==> src/rtl/assert_macros.svh <==
// Assertion macros for the RTL files of this project.
`ifndef ASSERT_MACROS_SVH
`define ASSERT_MACROS_SVH

// Concurrent property checked on every rising clock edge outside reset.
`define ASSERT_PROP(label, clk, rst_n, prop, msg) \
  label: assert property (@(posedge clk) disable iff (!(rst_n)) (prop)) else $error(msg);

// Condition that must never be seen outside reset.
`define ASSERT_NEVER(label, clk, rst_n, cond, msg) \
  `ASSERT_PROP(label, clk, rst_n, !(cond), msg)

`endif

==> src/rtl/utf8gl_pkg.sv <==
// Types and constants of the UTF-8 glyph segment lookup unit.
package utf8gl_pkg;

  localparam int unsigned CP_W      = 21;
  localparam int unsigned RANGE_W   = 2 * CP_W;
  localparam int unsigned COUNT_W   = 3;
  localparam int unsigned SEG_IDX_W = 2;
  localparam int unsigned APB_DW    = 64;
  localparam int unsigned APB_AW    = 6;
  localparam int unsigned REG_IDX_W = 3;

  typedef enum logic [1:0] {
    KIND_ASCII    = 2'd0,
    KIND_FOUND    = 2'd1,
    KIND_NOTFOUND = 2'd2,
    KIND_RAW      = 2'd3
  } kind_e;

  typedef enum logic [REG_IDX_W-1:0] {
    REG_UTF8_MODE  = 3'd0,
    REG_SEGMENTED  = 3'd1,
    REG_SEG_COUNT  = 3'd2,
    REG_RANGE0     = 3'd3,
    REG_RANGE1     = 3'd4,
    REG_RANGE2     = 3'd5,
    REG_RANGE3     = 3'd6,
    REG_UNUSED     = 3'd7
  } reg_idx_e;

  // Continuation byte payload width.
  localparam int unsigned CONT_BITS = 6;

endpackage

==> src/rtl/utf8_glyph_segment_lookup_unit.sv <==
// UTF-8 glyph segment lookup unit: byte decoder, segment range match and config registers.
//
// Usage: text bytes enter on the input channel (in_valid_i, in_stall_o, text_byte_i).
// Each request is held in an input register; from there the UTF-8 decode, the
// segment range compares and the glyph offset subtraction run in one pass and fill the
// result register that drives the output channel (out_valid_o, out_stall_i and fields).
// A byte that completes a character gives one result; in UTF-8 mode lead bytes, incomplete
// sequences, stray continuation bytes and invalid bytes give none.
// A byte passes through the input register and then the result register before its
// result is on the output.
// Throughput: one byte per cycle while the receiver does not stall, set by the single
// decode-and-match pass between the input register and the result register.
// When the receiver stalls, the result register holds its item; the input register
// still advances bytes that give no result, and one byte waits in it otherwise before
// in_stall_o rises.
// Reset clears all configuration registers (no font, byte mode), the decoder
// accumulator and count, and both valid flags. Configuration goes through the APB port
// at byte address 8*i; the user must write it only while the unit is idle (not enforced).
`include "assert_macros.svh"

module utf8_glyph_segment_lookup_unit
  import utf8gl_pkg::*;
#(
  parameter int unsigned MAX_SEGMENTS = 4
) (
  input  logic                 clk_i,
  input  logic                 rst_ni,
  // APB configuration port
  input  logic                 psel,
  input  logic                 penable,
  input  logic                 pwrite,
  input  logic [APB_AW-1:0]    paddr,
  input  logic [APB_DW-1:0]    pwdata,
  output logic [APB_DW-1:0]    prdata,
  output logic                 pready,
  // Byte input channel
  input  logic                 in_valid_i,
  output logic                 in_stall_o,
  input  logic [7:0]           text_byte_i,
  // Result channel
  output logic                 out_valid_o,
  input  logic                 out_stall_i,
  output logic [1:0]           result_kind_o,
  output logic [CP_W-1:0]      char_value_o,
  output logic [SEG_IDX_W-1:0] segment_index_o,
  output logic [CP_W-1:0]      glyph_offset_o
);

  // Configuration registers
  logic                  utf8_mode_q;
  logic                  segmented_q;
  logic [COUNT_W-1:0]    seg_count_q;
  logic [RANGE_W-1:0]    range_q [MAX_SEGMENTS];

  logic                  cfg_wr;
  logic [REG_IDX_W-1:0]  cfg_idx;

  assign pready  = 1'b1;
  assign cfg_wr  = psel & penable & pwrite & pready;
  assign cfg_idx = paddr[APB_AW-1:3];

  always_ff @(posedge clk_i or negedge rst_ni) begin
    if (!rst_ni) begin
      utf8_mode_q <= 1'b0;
      segmented_q <= 1'b0;
      seg_count_q <= '0;
      for (int i = 0; i < MAX_SEGMENTS; i++) begin
        range_q[i] <= '0;
      end
    end else if (cfg_wr) begin
      if (cfg_idx == REG_UTF8_MODE) utf8_mode_q <= pwdata[0];
      if (cfg_idx == REG_SEGMENTED) segmented_q <= pwdata[0];
      if (cfg_idx == REG_SEG_COUNT) seg_count_q <= pwdata[COUNT_W-1:0];
      for (int i = 0; i < MAX_SEGMENTS; i++) begin
        if (cfg_idx == REG_IDX_W'(REG_RANGE0 + i)) range_q[i] <= pwdata[RANGE_W-1:0];
      end
    end
  end

  always_comb begin
    prdata = '0;
    unique case (cfg_idx)
      REG_UTF8_MODE: prdata = APB_DW'(utf8_mode_q);
      REG_SEGMENTED: prdata = APB_DW'(segmented_q);
      REG_SEG_COUNT: prdata = APB_DW'(seg_count_q);
      REG_RANGE0, REG_RANGE1, REG_RANGE2, REG_RANGE3: begin
        for (int i = 0; i < MAX_SEGMENTS; i++) begin
          if (cfg_idx == REG_IDX_W'(REG_RANGE0 + i)) prdata = APB_DW'(range_q[i]);
        end
      end
      default: prdata = '0;
    endcase
  end

  // Input register and result register handshake
  logic            s1_valid_q;
  logic [7:0]      s1_byte_q;
  logic            s1_adv;
  logic            s1_load;
  logic            out_free;
  logic            res_valid;

  logic            out_valid_q;
  kind_e           out_kind_q;
  logic [CP_W-1:0] out_char_q;
  logic [SEG_IDX_W-1:0] out_seg_q;
  logic [CP_W-1:0] out_off_q;

  assign out_free   = ~out_valid_q | ~out_stall_i;
  assign s1_adv     = s1_valid_q & (~res_valid | out_free);
  assign in_stall_o = s1_valid_q & ~s1_adv;
  assign s1_load    = in_valid_i & ~in_stall_o;

  // Decoder state
  logic [CP_W-1:0] acc_q, acc_d;
  logic [1:0]      cnt_q, cnt_d;

  // Decode and lookup for the byte in the input register
  logic            have_cp;
  logic [CP_W-1:0] cp;
  logic [CP_W-1:0] acc_shift;
  kind_e           res_kind;
  logic [CP_W-1:0] res_char;
  logic [SEG_IDX_W-1:0] res_seg;
  logic [CP_W-1:0] res_off;
  logic [CP_W-1:0] hit_first;
  logic            hit_any;
  logic [MAX_SEGMENTS-1:0] seg_hit;

  assign acc_shift = {acc_q[CP_W-CONT_BITS-1:0], s1_byte_q[CONT_BITS-1:0]};

  always_comb begin
    for (int i = 0; i < MAX_SEGMENTS; i++) begin
      seg_hit[i] = (segmented_q ? (seg_count_q > COUNT_W'(i)) : (i == 0))
                   && (cp >= range_q[i][CP_W-1:0])
                   && (cp <= range_q[i][RANGE_W-1:CP_W]);
    end
  end

  always_comb begin
    hit_any   = 1'b0;
    hit_first = '0;
    res_seg   = '0;
    // Walk from the top so that the lowest matching segment wins.
    for (int i = MAX_SEGMENTS - 1; i >= 0; i--) begin
      if (seg_hit[i]) begin
        hit_any   = 1'b1;
        hit_first = range_q[i][CP_W-1:0];
        res_seg   = SEG_IDX_W'(i);
      end
    end
  end

  always_comb begin
    acc_d     = acc_q;
    cnt_d     = cnt_q;
    have_cp   = 1'b0;
    cp        = CP_W'(s1_byte_q);
    res_valid = 1'b0;
    res_kind  = KIND_ASCII;
    res_char  = CP_W'(s1_byte_q);
    res_off   = '0;

    if (utf8_mode_q) begin
      priority if (!s1_byte_q[7]) begin
        res_valid = 1'b1;
      end else if (s1_byte_q[7:5] == 3'b110) begin
        acc_d = CP_W'(s1_byte_q[4:0]);
        cnt_d = 2'd1;
      end else if (s1_byte_q[7:4] == 4'b1110) begin
        acc_d = CP_W'(s1_byte_q[3:0]);
        cnt_d = 2'd2;
      end else if (s1_byte_q[7:3] == 5'b11110) begin
        acc_d = CP_W'(s1_byte_q[2:0]);
        cnt_d = 2'd3;
      end else if (s1_byte_q[7:6] == 2'b10 && cnt_q != 2'd0) begin
        cnt_d = cnt_q - 2'd1;
        if (cnt_q == 2'd1) begin
          have_cp = 1'b1;
          cp      = acc_shift;
          acc_d   = '0;
        end else begin
          acc_d = acc_shift;
        end
      end else begin
        // Stray continuation byte or a byte that can never start a sequence.
        acc_d = '0;
        cnt_d = 2'd0;
      end
    end else begin
      have_cp = 1'b1;
    end

    if (have_cp) begin
      res_valid = 1'b1;
      if (seg_count_q == '0) begin
        res_kind = KIND_RAW;
        res_char = CP_W'(cp[7:0]);
      end else begin
        acc_d    = '0;
        res_char = cp;
        if (hit_any) begin
          res_kind = KIND_FOUND;
          res_off  = cp - hit_first;
        end else begin
          res_kind = KIND_NOTFOUND;
        end
      end
    end
  end

  always_ff @(posedge clk_i or negedge rst_ni) begin
    if (!rst_ni) begin
      s1_valid_q  <= 1'b0;
      out_valid_q <= 1'b0;
      acc_q       <= '0;
      cnt_q       <= 2'd0;
    end else begin
      s1_valid_q  <= s1_load | (s1_valid_q & ~s1_adv);
      out_valid_q <= (s1_adv & res_valid) | (out_valid_q & out_stall_i);
      if (s1_adv) begin
        acc_q <= acc_d;
        cnt_q <= cnt_d;
      end
    end
  end

  always_ff @(posedge clk_i) begin
    if (s1_load) s1_byte_q <= text_byte_i;
    if (s1_adv && res_valid) begin
      out_kind_q <= res_kind;
      out_char_q <= res_char;
      out_seg_q  <= (res_kind == KIND_FOUND) ? res_seg : '0;
      out_off_q  <= res_off;
    end
  end

  assign out_valid_o     = out_valid_q;
  assign result_kind_o   = out_kind_q;
  assign char_value_o    = out_char_q;
  assign segment_index_o = out_seg_q;
  assign glyph_offset_o  = out_off_q;

  // Assertions
  `ASSERT_PROP(a_found_offset, clk_i, rst_ni,
    (out_valid_q && out_kind_q == KIND_FOUND) |-> (out_off_q <= out_char_q),
    "glyph offset exceeds code point")
  `ASSERT_PROP(a_raw_fields, clk_i, rst_ni,
    (out_valid_q && out_kind_q == KIND_RAW) |->
      (out_char_q[CP_W-1:8] == '0 && out_seg_q == '0 && out_off_q == '0),
    "raw result carries more than a low byte")
  `ASSERT_PROP(a_ascii_range, clk_i, rst_ni,
    (out_valid_q && out_kind_q == KIND_ASCII) |-> (out_char_q[CP_W-1:7] == '0 && out_off_q == '0),
    "plain character above the ASCII range")
  `ASSERT_PROP(a_lookup_clears_acc, clk_i, rst_ni,
    (s1_adv && res_valid && (res_kind == KIND_FOUND || res_kind == KIND_NOTFOUND))
      |=> (acc_q == '0),
    "accumulator not cleared after a font lookup")

endmodule

==> config.mk <==
export PLATFORM = sky130hd
export DESIGN_NAME = utf8_glyph_segment_lookup_unit
export DESIGN_NICKNAME = d
export VERILOG_FILES = /design/src/rtl/utf8gl_pkg.sv /design/src/rtl/utf8_glyph_segment_lookup_unit.sv
export VERILOG_INCLUDE_DIRS = /design/src /design/src/rtl
export SDC_FILE = /design/constraint.sdc
export NUM_CORES = 1
export LEC_CHECK = 0
export ABC_AREA = 1
export BUFFER_PORTS_ARGS = -buffer_cell sky130_fd_sc_hd__buf_2
export CAP_MARGIN = 10
export CORE_AREA = 2 2 224 226
export DETAILED_ROUTE_END_ITERATION = 12
export DIE_AREA = 0 0 226 228
export GPL_TIMING_DRIVEN = 0
export PLACE_DENSITY_LB_ADDON = 0.15
export SYNTH_ARGS = -nofsm -noshare
export SYNTH_HDL_FRONTEND = slang
export SYNTH_SLANG_ARGS = --single-unit
==> constraint.sdc <==
create_clock -name clk_i -period 5.1 [get_ports clk_i]
set_input_delay 0 -clock clk_i [delete_from_list [all_inputs] [get_ports clk_i]]
set_output_delay 0 -clock clk_i [all_outputs]
set_load 0.1 [all_outputs]
## Yosys cells after proc, flatten, opt, wreduce, memory -nomap -nowiden

Cells that the tools add are included.

- Multiply operators: 0
- Eq/ne operators: 12
- Reduce and logical (&&, ||, !) cells: 26
- Shift operators: 0
- Add/subtract/negate cells: 2
- $lt $le $gt $ge: 12
- Mux-type cells: 54
- Div/mod/pow operators: 0
- Bitwise logic cells: 19

Operators by type and width:

| cell | count |
|---|---|
| $mux 21 | 20 |
| $pmux 64 s4 | 1 |
| $mux 64 | 3 |
| $ge 21x21->1 | 4 |
| $le 21x21->1 | 4 |
| $mux 42 | 1 |
| $sub 21x21->21 | 1 |
| $mux 1 | 19 |
| $mux 2 | 9 |
| $reduce_and 2->1 | 7 |
| $eq 3x3->1 const B | 4 |
| $logic_and 1x1->1 | 10 |
| $mux 8 | 1 |
| $not 1->1 | 8 |
| $and 1x1->1 | 7 |
| $eq 3x2->1 const B | 2 |
| $gt 3x1->1 const B | 2 |
| $gt 3x2->1 const B | 2 |
| $logic_not 3->1 | 2 |
| $reduce_or 3->1 | 2 |
| $eq 5x5->1 const B | 1 |
| $eq 2x1->1 const B | 2 |
| $eq 4x4->1 const B | 1 |
| $or 1x1->1 | 4 |
| 7 further kinds | 8 |

- Output and inout bits: 113
- Flip-flop bits (word level): 252
- ROM bits: 0
- Input port bits: 85
- Logic and storage cells: 143
- Bits in writable memories: 0
- Memories kept: 0
- Latch bits: 0

## Logic depth before layout (Yosys ltp)

Gate-level depths: netlist (run 1).

- Word-level depth: 21
- Mapped depth: 39
- Depth with buffers taken out: 38

## Worst setup path after synthesis (run 1)

No wires, ideal clock.

- Kind: register to register
- Start: register cnt_q[0]
- End: register out_off_q[10], in the netlist glyph_offset_o[10] (data pin)
- Buffers on the path: 2
- Setup slack: 244 ps
- Clock period less this slack: 4856 ps
- Stages on the path, launching flop included: 33
- Arrival time: 4600 ps
- Setup time: 255 ps
- Cells stage by stage: dfrtp_1 > inv_1 > ha_1 > nor3_2 > inv_2 > nor2_2 > inv_1 > nor2_1 > inv_1 > buf_1 > nor2_1 > ha_1 > a21oi_1 > o21ai_0 > a21oi_1 > nand3_2 > nand2_2 > nand3_4 > nand2_2 > buf_6 > o211ai_2 > nand3_1 > nand2_1 > ha_1 > fa_1 > nor2_1 > o21ai_1 > nand2_1 > a21boi_1 > o21ai_1 > a31oi_1 > xor2_1 > nor2_1

- Word-level cells in the longest chain between the ends: 17
- Elaborated cells on any way between the ends: 45

RTL lines:

| element | line | text |
|---|---|---|
| from (decl) | utf8_glyph_segment_lookup_unit.sv:116 | `logic [1:0] cnt_q, cnt_d;` |
| from (signal assigned) | utf8_glyph_segment_lookup_unit.sv:223 | `cnt_q <= cnt_d;` |
| $eq 2x1->1 / $reduce_bool 2->1 (equally long branches) | utf8_glyph_segment_lookup_unit.sv:178, utf8_glyph_segment_lookup_unit.sv:176 |  |
| $mux 21 / $logic_and 1x1->1 (equally long branches) | utf8_glyph_segment_lookup_unit.sv:178, utf8_glyph_segment_lookup_unit.sv:176 |  |
| $mux 21 * | utf8_glyph_segment_lookup_unit.sv:176 | `end else if (s1_byte_q[7:6] == 2'b10 && cnt_q != 2'd0) begin` |
| $mux 21 * | utf8_glyph_segment_lookup_unit.sv:173 | `end else if (s1_byte_q[7:3] == 5'b11110) begin` |
| $mux 21 * | utf8_glyph_segment_lookup_unit.sv:170 | `end else if (s1_byte_q[7:4] == 4'b1110) begin` |
| $mux 21 * | utf8_glyph_segment_lookup_unit.sv:167 | `end else if (s1_byte_q[7:5] == 3'b110) begin` |
| $mux 21 * | utf8_glyph_segment_lookup_unit.sv:165 | `priority if (!s1_byte_q[7]) begin` |
| $mux 21 * | utf8_glyph_segment_lookup_unit.sv:164 | `if (utf8_mode_q) begin` |
| via cp[14] | utf8_glyph_segment_lookup_unit.sv:120 | `logic [CP_W-1:0] cp;` |
| parallel branches: the longest is 9 deep, another holds $ge 21x21->1 | n/a |  |
| to (signal assigned) | utf8_glyph_segment_lookup_unit.sv:234 | `out_off_q <= res_off;` |
| to (decl) | utf8_glyph_segment_lookup_unit.sv:107 | `logic [CP_W-1:0] out_off_q;` |

Mark *: on every way through the listed nets, which the timed path passes.
A chain may end at the register's enable or synchronous reset.

## Final worst setup path (run 1)

- Start: register cnt_q[0]
- End: register out_off_q[20], in the netlist glyph_offset_o[20] (data pin)

Same word-level chain as after synthesis.

==> results of run 1 <==
[flip-flops by register name (all words and copies together) (netlist names)]
name / cells
segmented_q: 1
char_value_o: 21
result_kind_o: 2
acc_q: 15
range_q: 168
segment_index_o: 2
cnt_q: 2
out_valid_o: 1
seg_count_q: 3
utf8_mode_q: 1
s1_byte_q: 8
glyph_offset_o: 21
s1_valid_q: 1
[cells by family after synthesis]
kind of cell | Yosys count | synth area share
AND/OR/NAND/NOR | 796 | 0.1972
AO/OA/AOI/OAI | 506 | 0.1684
buffers and inverters | 436 | 0.1076
flip-flops | 246 | 0.3776
adder cells (fa/ha/maj) | 192 | 0.1416
XOR/XNOR | 14 | 0.007204
other | 2 | 0.0004412
[cell usage after synthesis (3+ instances only)]
| cell type | n |
|---|---|
| xor2_1 | 9 |
| clkbuf_1 | 40 |
| or2_2 | 3 |
| nand3_2 | 7 |
| nor3b_1 | 3 |
| o22ai_1 | 31 |
| ha_1 | 191 |
| nor3_1 | 21 |
| buf_2 | 18 |
| dfrtp_1 | 192 |
| nor4_1 | 3 |
| buf_6 | 8 |
| o21bai_1 | 4 |
| a21oi_2 | 6 |
| o221ai_1 | 38 |
| o211ai_1 | 8 |
| nor2_1 | 130 |
| edfxtp_1 | 54 |
| nand4_1 | 26 |
| o21a_1 | 4 |
| a21o_1 | 6 |
| inv_1 | 323 |
| o21ai_0 | 276 |
| nand2_2 | 3 |
| o21ai_1 | 18 |
| buf_4 | 30 |
| o211a_1 | 4 |
| xnor2_1 | 5 |
| a31oi_1 | 4 |
| a21boi_1 | 4 |
| buf_1 | 4 |
| nand2_1 | 524 |
| nor2_2 | 6 |
| a21oi_1 | 93 |
| nand3_1 | 56 |
| nand4_2 | 3 |
| inv_2 | 12 |
| nor3_2 | 4 |
[per-stage QoR]
stage	hold WS (ns)	setup WS (ns)
final	0.01034	-0.1222
after global routing	0.09529	-0.3357
after CTS	0.06452	-0.03286
after global placement	0.1791	-1.564
after detailed placement	0.08256	-1.526
after floorplan	-0.2956	0.2443
[path summary, 6_finish.rpt]
| check | from | endpoint | slack, ns | cells past startpoint |
|---|---|---|---|---|
| worst max-delay path | cnt_q[0] | glyph_offset_o[20] | -0.12 | 34 |
| worst min-delay path | rst_ni | range_q[14] | 0.01 | 2 |
| worst max register to register | cnt_q[0] | glyph_offset_o[20] | -0.12 | 34 |
| worst min register to register | range_q[140] | range_q[140] | 0.48 | 2 |
| max in group asynchronous | rst_ni | range_q[151] | 4.03 | 3 |
| min in group clk_i | text_byte_i[2] | s1_byte_q[2] | 0.11 | 2 |
[area by class of cell]
class,count,area share
buffer,100,0.02971
clock buffer,39,0.03735
clock inverter,18,0.009280
inverter,336,0.05738
multi-input combinational,1531,0.4430
sequential,246,0.2906
tap,672,0.03803
timing repair buffer,266,0.09467
[critical path: cells and delay by family, from the launching register on]
| family | cells | cell delay (ns) |
|---|---|---|
| AOI/OAI and AO/OA | 5 | 0.62 |
| and+or+nand+nor | 17 | 2.08 |
| DFF | 1 | 0.37 |
| xor gates and xnor gates | 1 | 0.20 |
| buffers and inverters | 7 | 0.72 |
| adders and majority gates | 4 | 0.95 |
[timing repair]
action | in CTS | in global routing
endpoints found under the hold margin | 285 | 0
endpoints found under the setup margin | 20 | 17
gates resized for setup | 128 | 101
cloned | 1 | 5
hold buffers | 57 | 0
buffers inserted | 36 | 14
pin swaps | 33 | 47
[per-layer routing]
layer | share of wire | vias up | wire, um | GRT usage
li1 | - | 7875 | - | -
met1 | 0.42 | 7915 | 28640 | 0.3242
met2 | 0.48 | 558 | 32550 | 0.4377
met3 | 0.054 | 181 | 3711 | 0.03207
met4 | 0.052 | 0 | 3550 | 0.1089
met5 | 0 | - | 0 | 0
[power by group]
group,internal [mW],switching (mW),total [mW]
Clock,1.35,0.925,2.27
Combinational,0.838,2.09,2.92
Sequential,2.38,0.201,2.58
[cells in the final DEF, fill, tap and decap left out, types with 28 or more instances in the layout]
master,count
a21oi_1,79
buf_2,163
buf_4,64
clkbuf_1,45
clkbuf_16,36
dfrtp_1,192
dlygate4sd3_1,57
edfxtp_1,54
ha_1,163
ha_4,28
inv_1,313
nand2_1,489
nand2_2,33
nand3_1,48
nor2_1,100
o21ai_0,274
o221ai_1,37
o22ai_1,30
==> impl_results.md, run 1 <==
- Outcome: finished with violations
- Failing checks: setup timing
- Post-synthesis sequential area ratio: 0.3776
- Tcrit/Tclk final: 1.024
- Max-Cap Viols: 0
- Final setup margin: -0.1222 ns
- Total Nets Final: 2789
- Critical Path RT: 5.44 ns
- Routed via count: 16530
- Main area contributors after synthesis: dfrtp_1, ha_1, nand2_1, edfxtp_1, o21ai_0
- Post-detail-place hpwl: 49.14 mm
- CTS buffer count: 31
- RSZ-0062 raised after global routing: true
- Final total power: just under 8 mW
- Yosys cell types: 53
- Most used cell, CP: nor2_4
- Drt drc: 0
- Tmin final: 5.222 ns
- Core area: approximately 50000 sq um
- Dpl cell area: 18750 sq um
- Register area: 6426 sq um
- Vias in the first global route: 16240
- Critical path arrival: 5.57 ns
- Vias per std cell: 5.152
- Post-route ant nets: 0
- Die height: between 200 and 250 um
- Layout cells sized above 1: 0.2019
- Worst path slowest cell: dfrtp_1
- Final GP Congestion: 0.9638
- First-pass GRT wire length: about 100 mm
- Clock root cell: clkbuf_16
- Clock Skew: 0.03479 ns
- Hold Path Class: in -> async
- Setup Viol. Count Final: 4
- Worst-path fanout max: 8
- Clock buffer depth: 3
- Mean Syn Cell Area: 7.765 sq um
- Post-synthesis cell count: 2192
- CP endpoint kind: flop
- Gr ovfl total: 0
- CTS tree: done
- Synthesized area: 17020 sq um
- Worst vdd ir: 0.2595 mV
- I/O pin total: 198
- Final cell count without fillers: 3208
- PortBufs: 149
- Full die area: 51530 sq um
- Initial DRC Count: 1241
- Dpl cells: 3038
- Largest net degree at the start of global routing: ~100
- Async S/R FF share, synth: 0.7805
- Top FF cell, synth: dfrtp_1
- CP Launch Type: flop
- Site Rows: 82
- Leakage: ~11 nW
- PD cells: 351.6 nW/um^2
- Final WL: 68.45 mm
- Setup TNS: -0.2409 ns
- Initial antenna violation count: 0
- FF+latch count, synth: about 250
- Setup CP Type: reg -> reg
- Synth Warn #: 0
- Fillers: just under 5000
- H-tree depth: 1
- Number of synthesized flops with an enable pin: 54
- Post-Route Utilization: 0.4481
- Finished Cell Area: 22110 sq um
- Inserted Diodes: 0
- Clock edge transition at the registers on the reported setup and hold paths: 0.06 ns
- Drt pass-1 iters: 5
- Synth top area share: 0.2823
- Max-slew violation count: 0
- Hold Vio Cnt, Final: 0
- Wire per inst: about 21 um
- Max Fclk: 191.5 MHz
- Area of the multi-input gates: ~10000 sq um
- Delay of the slowest cell on the worst path: 0.37 ns
- # clock sinks: 246
- GR Util All Layers: 0.2562
- Clock Latency Late Sink: 0.60 ns
- Top cell type by total area after synthesis: dfrtp_1
- P&R area growth vs syn: 29.91%
- Worst slew pin tran: 1.186 ns
- Initial core utilization: 0.3449
- Max transition margin: 0.2094
- Die Width: 226 um
Note: power is estimated with default switching activity, not from simulation.
==> run 2: changes to the inputs <==
Settings changed: PLACE_DENSITY from default to 0.51, PLACE_DENSITY_LB_ADDON 0.15 to default, RECOVER_POWER from default to 25.
==> run 2 against run 1 <==
Compared with the run above:
- the flow finishes with violations (capacitance limit, slew limit, setup timing)
- die area stayed put
- clock power fell by 6%
- worst setup slack got worse by 0.018 ns
- design area is 0.55% lower
- largest power group unchanged
- fmax down 0.33%
- sequential cell count unchanged
- clock skew down 0.023 ns
==> impl_results.md, run 2 (synthesis gave the netlist of run 1 again) <==
- Final setup margin: -0.1398 ns (-0.01754 ns)
- Worst vdd ir: 0.2641 mV (+1.8%)
- Clock buffer depth: 3 (unchanged)
- # clock sinks: 246 (unchanged)
- Clock Latency Late Sink: 0.58 ns (-0.02 ns)
- Max-Cap Viols: 2 (+2)
- Critical path arrival: 5.56 ns (about the same)
- Inserted Diodes: 0 (unchanged)
- Most used cell, CP: nand2_1
- Largest net degree at the start of global routing: 107 (+2.9%)
- Post-detail-place hpwl: 48.90 mm (-0.50%)
- R2R Path End: glyph_offset_o[17]
- Hold Startpoint: text_byte_i[5]
- Leakage: 10.62 nW (-0.49%)
- R2r setup slk: -0.14 ns (-0.02 ns)
- Initial DRC Count: 1342 (+8.1%)
- Core area: 49350 sq um (unchanged)
- Critical Path RT: 5.42 ns (-0.02 ns)
- Failing checks: capacitance limit, slew limit, setup timing
- Drt pass-1 iters: 5 (unchanged)
- Final cell count without fillers: 3209 (+0.031%)
- Vias in the first global route: 16240 (+0.049%)
- Fillers: 5000 (+0.89%)
- Setup TNS: -0.6788 ns (-0.4379 ns)
- CP Launch Type: flop
- Worst path slowest cell: dfrtp_1
- I/O pin total: 198 (unchanged)
- DR WL met2: 32.51 mm (-0.14%)
- Die Width: 226 um (unchanged)
- Dpl cells: 3035 (-0.099%)
- Initial antenna violation count: 0 (unchanged)
- Hold Path Class: in -> reg
- First-pass GRT wire length: 98.77 mm (about the same)
- Clock root cell: clkbuf_16
- Smallest hold slack: 0.1364 ns (+0.1260 ns)
- Outcome: finished with violations
- Most frequent cells in the layout: nand2_1, inv_1, o21ai_0
- Tcrit/Tclk final: 1.027 (+0.003439)
- Layout cells sized above 1: 0.2022 (+0.0003146)
- Drt drc: 0 (unchanged)
- Setup Viol. Count Final: 8 (+4)
- Die height: 228 um (unchanged)
- Setup CP Type: reg -> reg
- Largest register FFs: 168 (unchanged)
- WL met3: 3.559 mm (-4.1%)
- GR Util All Layers: 0.2557 (-0.0004946)
- Full die area: 51530 sq um (unchanged)
- Site Rows: 82 (unchanged)
- Worst r2r src: cnt_q[0]
- Clock Skew: 0.01173 ns (-0.02306 ns)
- Post-route ant nets: 0 (unchanged)
- H-tree depth: 1 (unchanged)
- Max-slew violation count: 195 (+195)
- Delay of the slowest cell on the worst path: 0.37 ns (about the same)
- Hold Vio Cnt, Final: 0 (unchanged)
- RSZ-0062 raised after global routing: true
- WHS Path Cells: 2
- PortBufs: 149 (unchanged)
- CTS buffer count: 29 (-6.5%)
- Worst slew pin tran: 2.414 ns (+1.228 ns)
- M1 wire length: 28.60 mm (-0.13%)
- Post-Route Utilization: 0.4456 (-0.002484)
- Initial core utilization: 0.3449 (unchanged)
- P&R area growth vs syn: 29.19%
- PD cells: 348.8 nW/um^2 (-0.81%)
- Final WL: 67.87 mm (-0.86%)
- Highest routed layer: met4
- Total Nets Final: 2792 (+0.11%)
- Most common cell after layout, fill and taps aside: nand2_1
- Max transition margin: -0.6093 (-0.8186)
- Vias per std cell: 5.202 (+0.96%)
- Hold endpoint: s1_byte_q[5]
- Tmin final: 5.240 ns (+0.01754 ns)
- Gr ovfl total: 0 (unchanged)
- Most flops, register: range_q
- Final GP Congestion: 0.9332 (-3.2%)
- Max Fclk: 190.8 MHz (-0.33%)
- Wire per inst: 21.15 um (-0.89%)
- CP endpoint kind: flop
- Routed via count: 16690 (+0.99%)
- Worst r2r path cells: 32 (-5.9%)
- CTS tree: done
- Worst-path fanout max: 10 (+2)
- Clock edge transition at the registers on the reported setup and hold paths: 0.06 ns (about the same)
-- run 2: cell count changes in the layout (fill, tap and decap cells not counted), sizes merged --
cell      before  now
buf          265  264
inv          338  335
clkinvlp       3    4
clkbuf        83   86
bufinv         4    3
clkinv         9   11
-- run 2: critical path: cells and delay by family (launching register included) --
| kind | cells | cell delay (ns) |
|---|---|---|
| adders and majority gates | 3 | 0.67 |
| xor gates and xnor gates | 1 | 0.16 |
| DFF | 1 | 0.37 |
| AOI/OAI and AO/OA | 3 | 0.44 |
| buffers and inverters | 8 | 0.88 |
| and+or+nand+nor | 17 | 2.46 |
-- run 2: metal layers --
layer	vias up	global-route usage
li1	7894	-
met1	7994	0.3246
met2	627	0.4363
met3	178	0.02975
met4	0	0.1109
met5	-	0
-- run 2: worst max-delay path by stage --
stage | to | from
final | glyph_offset_o[17] | cnt_q[0]
after floorplan | glyph_offset_o[10] | cnt_q[0]
after global placement | glyph_offset_o[20] | cnt_q[0]
after detailed placement | glyph_offset_o[20] | cnt_q[0]
after global routing | glyph_offset_o[10] | utf8_mode_q
after CTS | glyph_offset_o[20] | cnt_q[0]
-- run 2: through the flow --
| step | total power [mW] | worst slack (ns) | area (sq um) |
|---|---|---|---|
| after global routing | 8.094 | -0.2790 | 21990 |
| after floorplan | 4.542 | 0.2443 | 17100 |
| after CTS | 7.550 | -0.02216 | 21130 |
| final | 7.669 | -0.1398 | 21990 |
| after detailed placement | 5.246 | -1.646 | 18720 |
| after global placement | 5.212 | -1.563 | 18690 |
-- run 2: area by class of cell --
class	count	area, sq um	area share
plain buffers	100	651.9	0.02965
well taps	672	840.8	0.03824
multi-input cells	1531	9762	0.4440
clock buffers	36	792.0	0.03602
clock inverters	17	177.7	0.008080
flip-flops and latches	246	6426	0.2922
inverters	336	1267	0.05764
repair buffers	271	2071	0.09417
-- run 2: repair_timing --
item / 4_1_cts / 5_1_grt
hold endpoints to repair: 279 / 0
setup buffers: 38 / 20
cloned: 0 / 6
hold buffers: 57 / 0
resized for setup: 97 / 117
setup endpoints to repair: 21 / 16
pin swaps: 33 / 67
-- run 2: power breakdown --
part	internal [mW]	leakage, nW	switching (mW)
clock network	1.25	0.465	0.890
registers	2.38	2.89	0.203
logic	0.845	7.26	2.10
total	4.47	10.6	3.20
==> run 3: changes to the inputs <==
Settings changed: ABC_AREA 1 to default, CORE_AREA 2 2 224 226 to 2 2 208 231, DIE_AREA 0 0 226 228 to 0 0 210 233.
==> run 3 against run 2 <==
Compared with the run above:
- the flow still finishes with violations (capacitance limit, slew limit, setup timing)
- design area is 1.4% lower
- worst hold slack worse by 0.071 ns
- synthesized cell count is 16% lower
==> impl_results.md, run 3 <==
- Setup TNS: -9.034 ns (-8.356 ns)
- Number of synthesized flops with an enable pin: 54 (unchanged)
- Fillers: 4495 (-10%)
- First-pass GRT wire length: 96.68 mm (-2.1%)
- Max-Cap Viols: 3 (+1)
- Routed via count: 15610 (-6.5%)
- Initial core utilization: 0.3475 (+0.002625)
- Final GP Congestion: 0.9067 (-2.8%)
- Clock Latency Late Sink: 0.59 ns (about the same)
- Hold Vio Cnt, Final: 0 (unchanged)
- Critical path arrival: 6.38 ns (+0.82 ns)
- Hold Path Class: in -> reg
- Critical Path Stages: 30 (-6.3%)
- Post-detail-place hpwl: 46.17 mm (-5.6%)
- Final setup margin: -0.9491 ns (-0.8093 ns)
- Leakage: 10.11 nW (-4.8%)
- # clock sinks: 246 (unchanged)
- Count leader, synth: nand2_1
- Switching Share: 0.4057 (-0.01091)
- Die Width: 210 um (-7.1%)
- Clock edge transition at the registers on the reported setup and hold paths: 0.06 ns (about the same)
- Most common cell after layout, fill and taps aside: nand2_1
- Layout cells sized above 1: 0.2429 (+0.04068)
- Outcome: finished with violations
- P_sw: 3.015 mW (-5.7%)
- Wire per inst: 23.17 um (+9.5%)
- Initial antenna violation count: 1 (+1)
- Drt drc: 0 (unchanged)
- Inserted Diodes: 0 (unchanged)
- Mean Syn Cell Area: 8.743 sq um (+13%)
- WHS Path Cells: 4 (+2)
- Gr ovfl total: 0 (unchanged)
- Post-synthesis cell count: 1845 (-16%)
- Dpl cell area: 18060 sq um (-3.5%)
- CP Launch Type: flop
- PortBufs: 149 (unchanged)
- Worst-path fanout max: 7 (-3)
- Int Power: 4.415 mW (-1.3%)
- Synthesized area: 16130 sq um (-5.2%)
- Top cell type by total area after synthesis: dfrtp_1
- Critical Path RT: 5.44 ns (+0.02 ns)
- Delay of the slowest cell on the worst path: 0.38 ns (about the same)
- Sequential power share: 0.354 (+0.017)
- Most flops, register: range_q
- Worst slew pin tran: 3.211 ns (+0.7967 ns)
- Top FF cell, synth: dfrtp_1
- Synth Warn #: 0 (unchanged)
- P&R area growth vs syn: 34.43%
- Synth top area share: 0.2978 (+0.01555)
- Max transition margin: -1.140 (-0.5312)
- CP endpoint kind: flop
- Vias per std cell: 5.491 (+5.6%)
- Finished Cell Area: 21690 sq um (-1.4%)
- Post-route ant nets: 0 (unchanged)
- Yosys cell types: 69 (+30%)
- Core area: 46420 sq um (-5.9%)
- Post-synthesis sequential area ratio: 0.3984 (+0.02079)
- H-tree depth: 1 (unchanged)
- Site Rows: 83 (+1.2%)
- Total Nets Final: 2501 (-10%)
- Worst path slowest cell: dfrtp_1
- Largest register FFs: 168 (unchanged)
- CP bufs+invs: 4 (-4)
- Main area contributors after synthesis: dfrtp_1, ha_1, edfxtp_1, o21ai_0, nand2_1
- Most used cell, CP: a21oi_2
- Worst r2r path cells: 30 (-6.3%)
- Async S/R FF share, synth: 0.7805 (unchanged)
- Tcrit/Tclk final: 1.186 (+0.1587)
- Clock buffer depth: 3 (unchanged)
- Max-slew violation count: 187 (-4.1%)
- Part of the power in the clock network: 0.292 (+0.013)
- Most frequent cells in the layout: nand2_1, o21ai_0, dfrtp_1
- I/O pin total: 198 (unchanged)
- CTS tree: done
- RSZ-0062 raised after global routing: true
- Setup Viol. Count Final: 17 (+9)
- Setup CP Type: reg -> reg
- Synth top cells by count: nand2_1, o21ai_0, dfrtp_1
- Worst vdd ir: 0.2536 mV (-4.0%)
- Max Fclk: 165.3 MHz (-13%)
- Smallest hold slack: 0.06575 ns (-0.07063 ns)
- Die height: 233 um (+2.2%)
- Post-Route Utilization: 0.4672 (+0.02159)
- FF+latch count, synth: 246 (unchanged)
- Failing checks: capacitance limit, slew limit, setup timing
- Delay-heaviest family, CP: compound AO/OA/AOI/OAI gates
- Largest net degree at the start of global routing: 70 (-35%)
- Drt pass-1 iters: 5 (unchanged)
- Final WL: 65.87 mm (-2.9%)
- CTS buffer count: 31 (+6.9%)
- Full die area: 48930 sq um (-5.0%)
- Post-place setup slack: -2.881 ns (-1.235 ns)
- Clock root cell: clkbuf_16
- Vias in the first global route: 15700 (-3.3%)
- Tmin final: 6.049 ns (+0.8093 ns)
- Comb pwr share: 0.354 (-0.030)
- Initial DRC Count: 1052 (-22%)
- PD cells: 342.6 nW/um^2 (-1.8%)
- GR Util All Layers: 0.2660 (+0.01029)
- Clock Skew: 0.01909 ns (+0.007358 ns)
## run 3: cell count changes in the layout (fill, tap and decap cells not counted), sizes merged, moves of 15 or more
cell	previous run	this run
o221ai	38	3
o21ai	296	233
nand3	64	27
mux2i	0	42
inv	335	177
and3	0	16
nand2	528	287
a311oi	0	18
buf	264	309
and2	0	15
nor2	136	110
a21o	6	30
## run 3: stage by stage
step                      power (mW)  cells
after floorplan                4.370   1866
after global routing           7.802   2843
after CTS                      7.391   2823
after global placement         4.928   2610
after detailed placement       4.985   2616
final                          7.430   2843
## run 3: power groups by stage
stage          clock network (mW)  logic (mW)  registers, mW
2_1_floorplan                   0        1.52           2.85
4_1_cts                      2.20        2.57           2.62
3_5_place_dp                    0        2.33           2.65
5_1_grt                      2.29        2.84           2.67
6_report                     2.17        2.63           2.63
3_3_place_gp                    0        2.28           2.64
## run 3: area by class of cell
cell class	instances	area, sq um	area share
Sequential cell	246	6427	0.2964
Timing Repair Buffer	331	2471	0.1140
Clock buffer	37	838.3	0.03866
Multi-Input combinational cell	1342	9796	0.4517
Buffer	95	593.1	0.02735
Clock inverter	20	147.6	0.006808
Inverter	177	668.1	0.03081
Tap cell	595	744.5	0.03433
## run 3: kinds of logic (layout without fill, tap and decap cells)
| logic type | Yosys count | after routing | share of synthesized area |
|---|---|---|---|
| flip-flops | 246 | 246 | 0.3984 |
| multiplexers | 56 | 56 | 0.03583 |
| XOR/XNOR | 13 | 13 | 0.007058 |
| AO/OA/AOI/OAI | 511 | 511 | 0.1894 |
| adder cells (fa/ha/maj) | 192 | 192 | 0.1494 |
| buffers and inverters | 278 | 660 | 0.07105 |
| AND/OR/NAND/NOR | 547 | 547 | 0.1485 |
| other | 2 | 23 | 0.0004655 |
## run 3: worst paths after layout
path	start	to	slack, ns
max	cnt_q[0]	glyph_offset_o[20]	-0.95
min reg2reg	s1_byte_q[0]	char_value_o[0]	0.51
min in group asynchronous	rst_ni	range_q[135]	1.60
min	penable	utf8_mode_q	0.07
max in group asynchronous	rst_ni	utf8_mode_q	0.55
max reg2reg	cnt_q[0]	glyph_offset_o[20]	-0.95
## run 3: timing repair
action	in CTS	in global routing
pin swaps	80	51
setup endpoints to repair	24	18
hold buffers	58	0
gates resized for setup	166	64
buffers inserted	100	23
endpoints found under the hold margin	383	0
## run 3: layer usage
layer / GRT usage / up-vias / wire [um]
li1: - / 7204 / -
met1: 0.3272 / 7606 / 26900
met2: 0.4555 / 626 / 31380
met3: 0.04076 / 175 / 4289
met4: 0.1297 / 0 / 3302
met5: 0 / - / 0
## run 3: tightest hold or removal path: stages
cell and delay, ns:
buf_2 0.13, nand4b_1 0.19, nor3_1 0.07, mux2_2 0.21
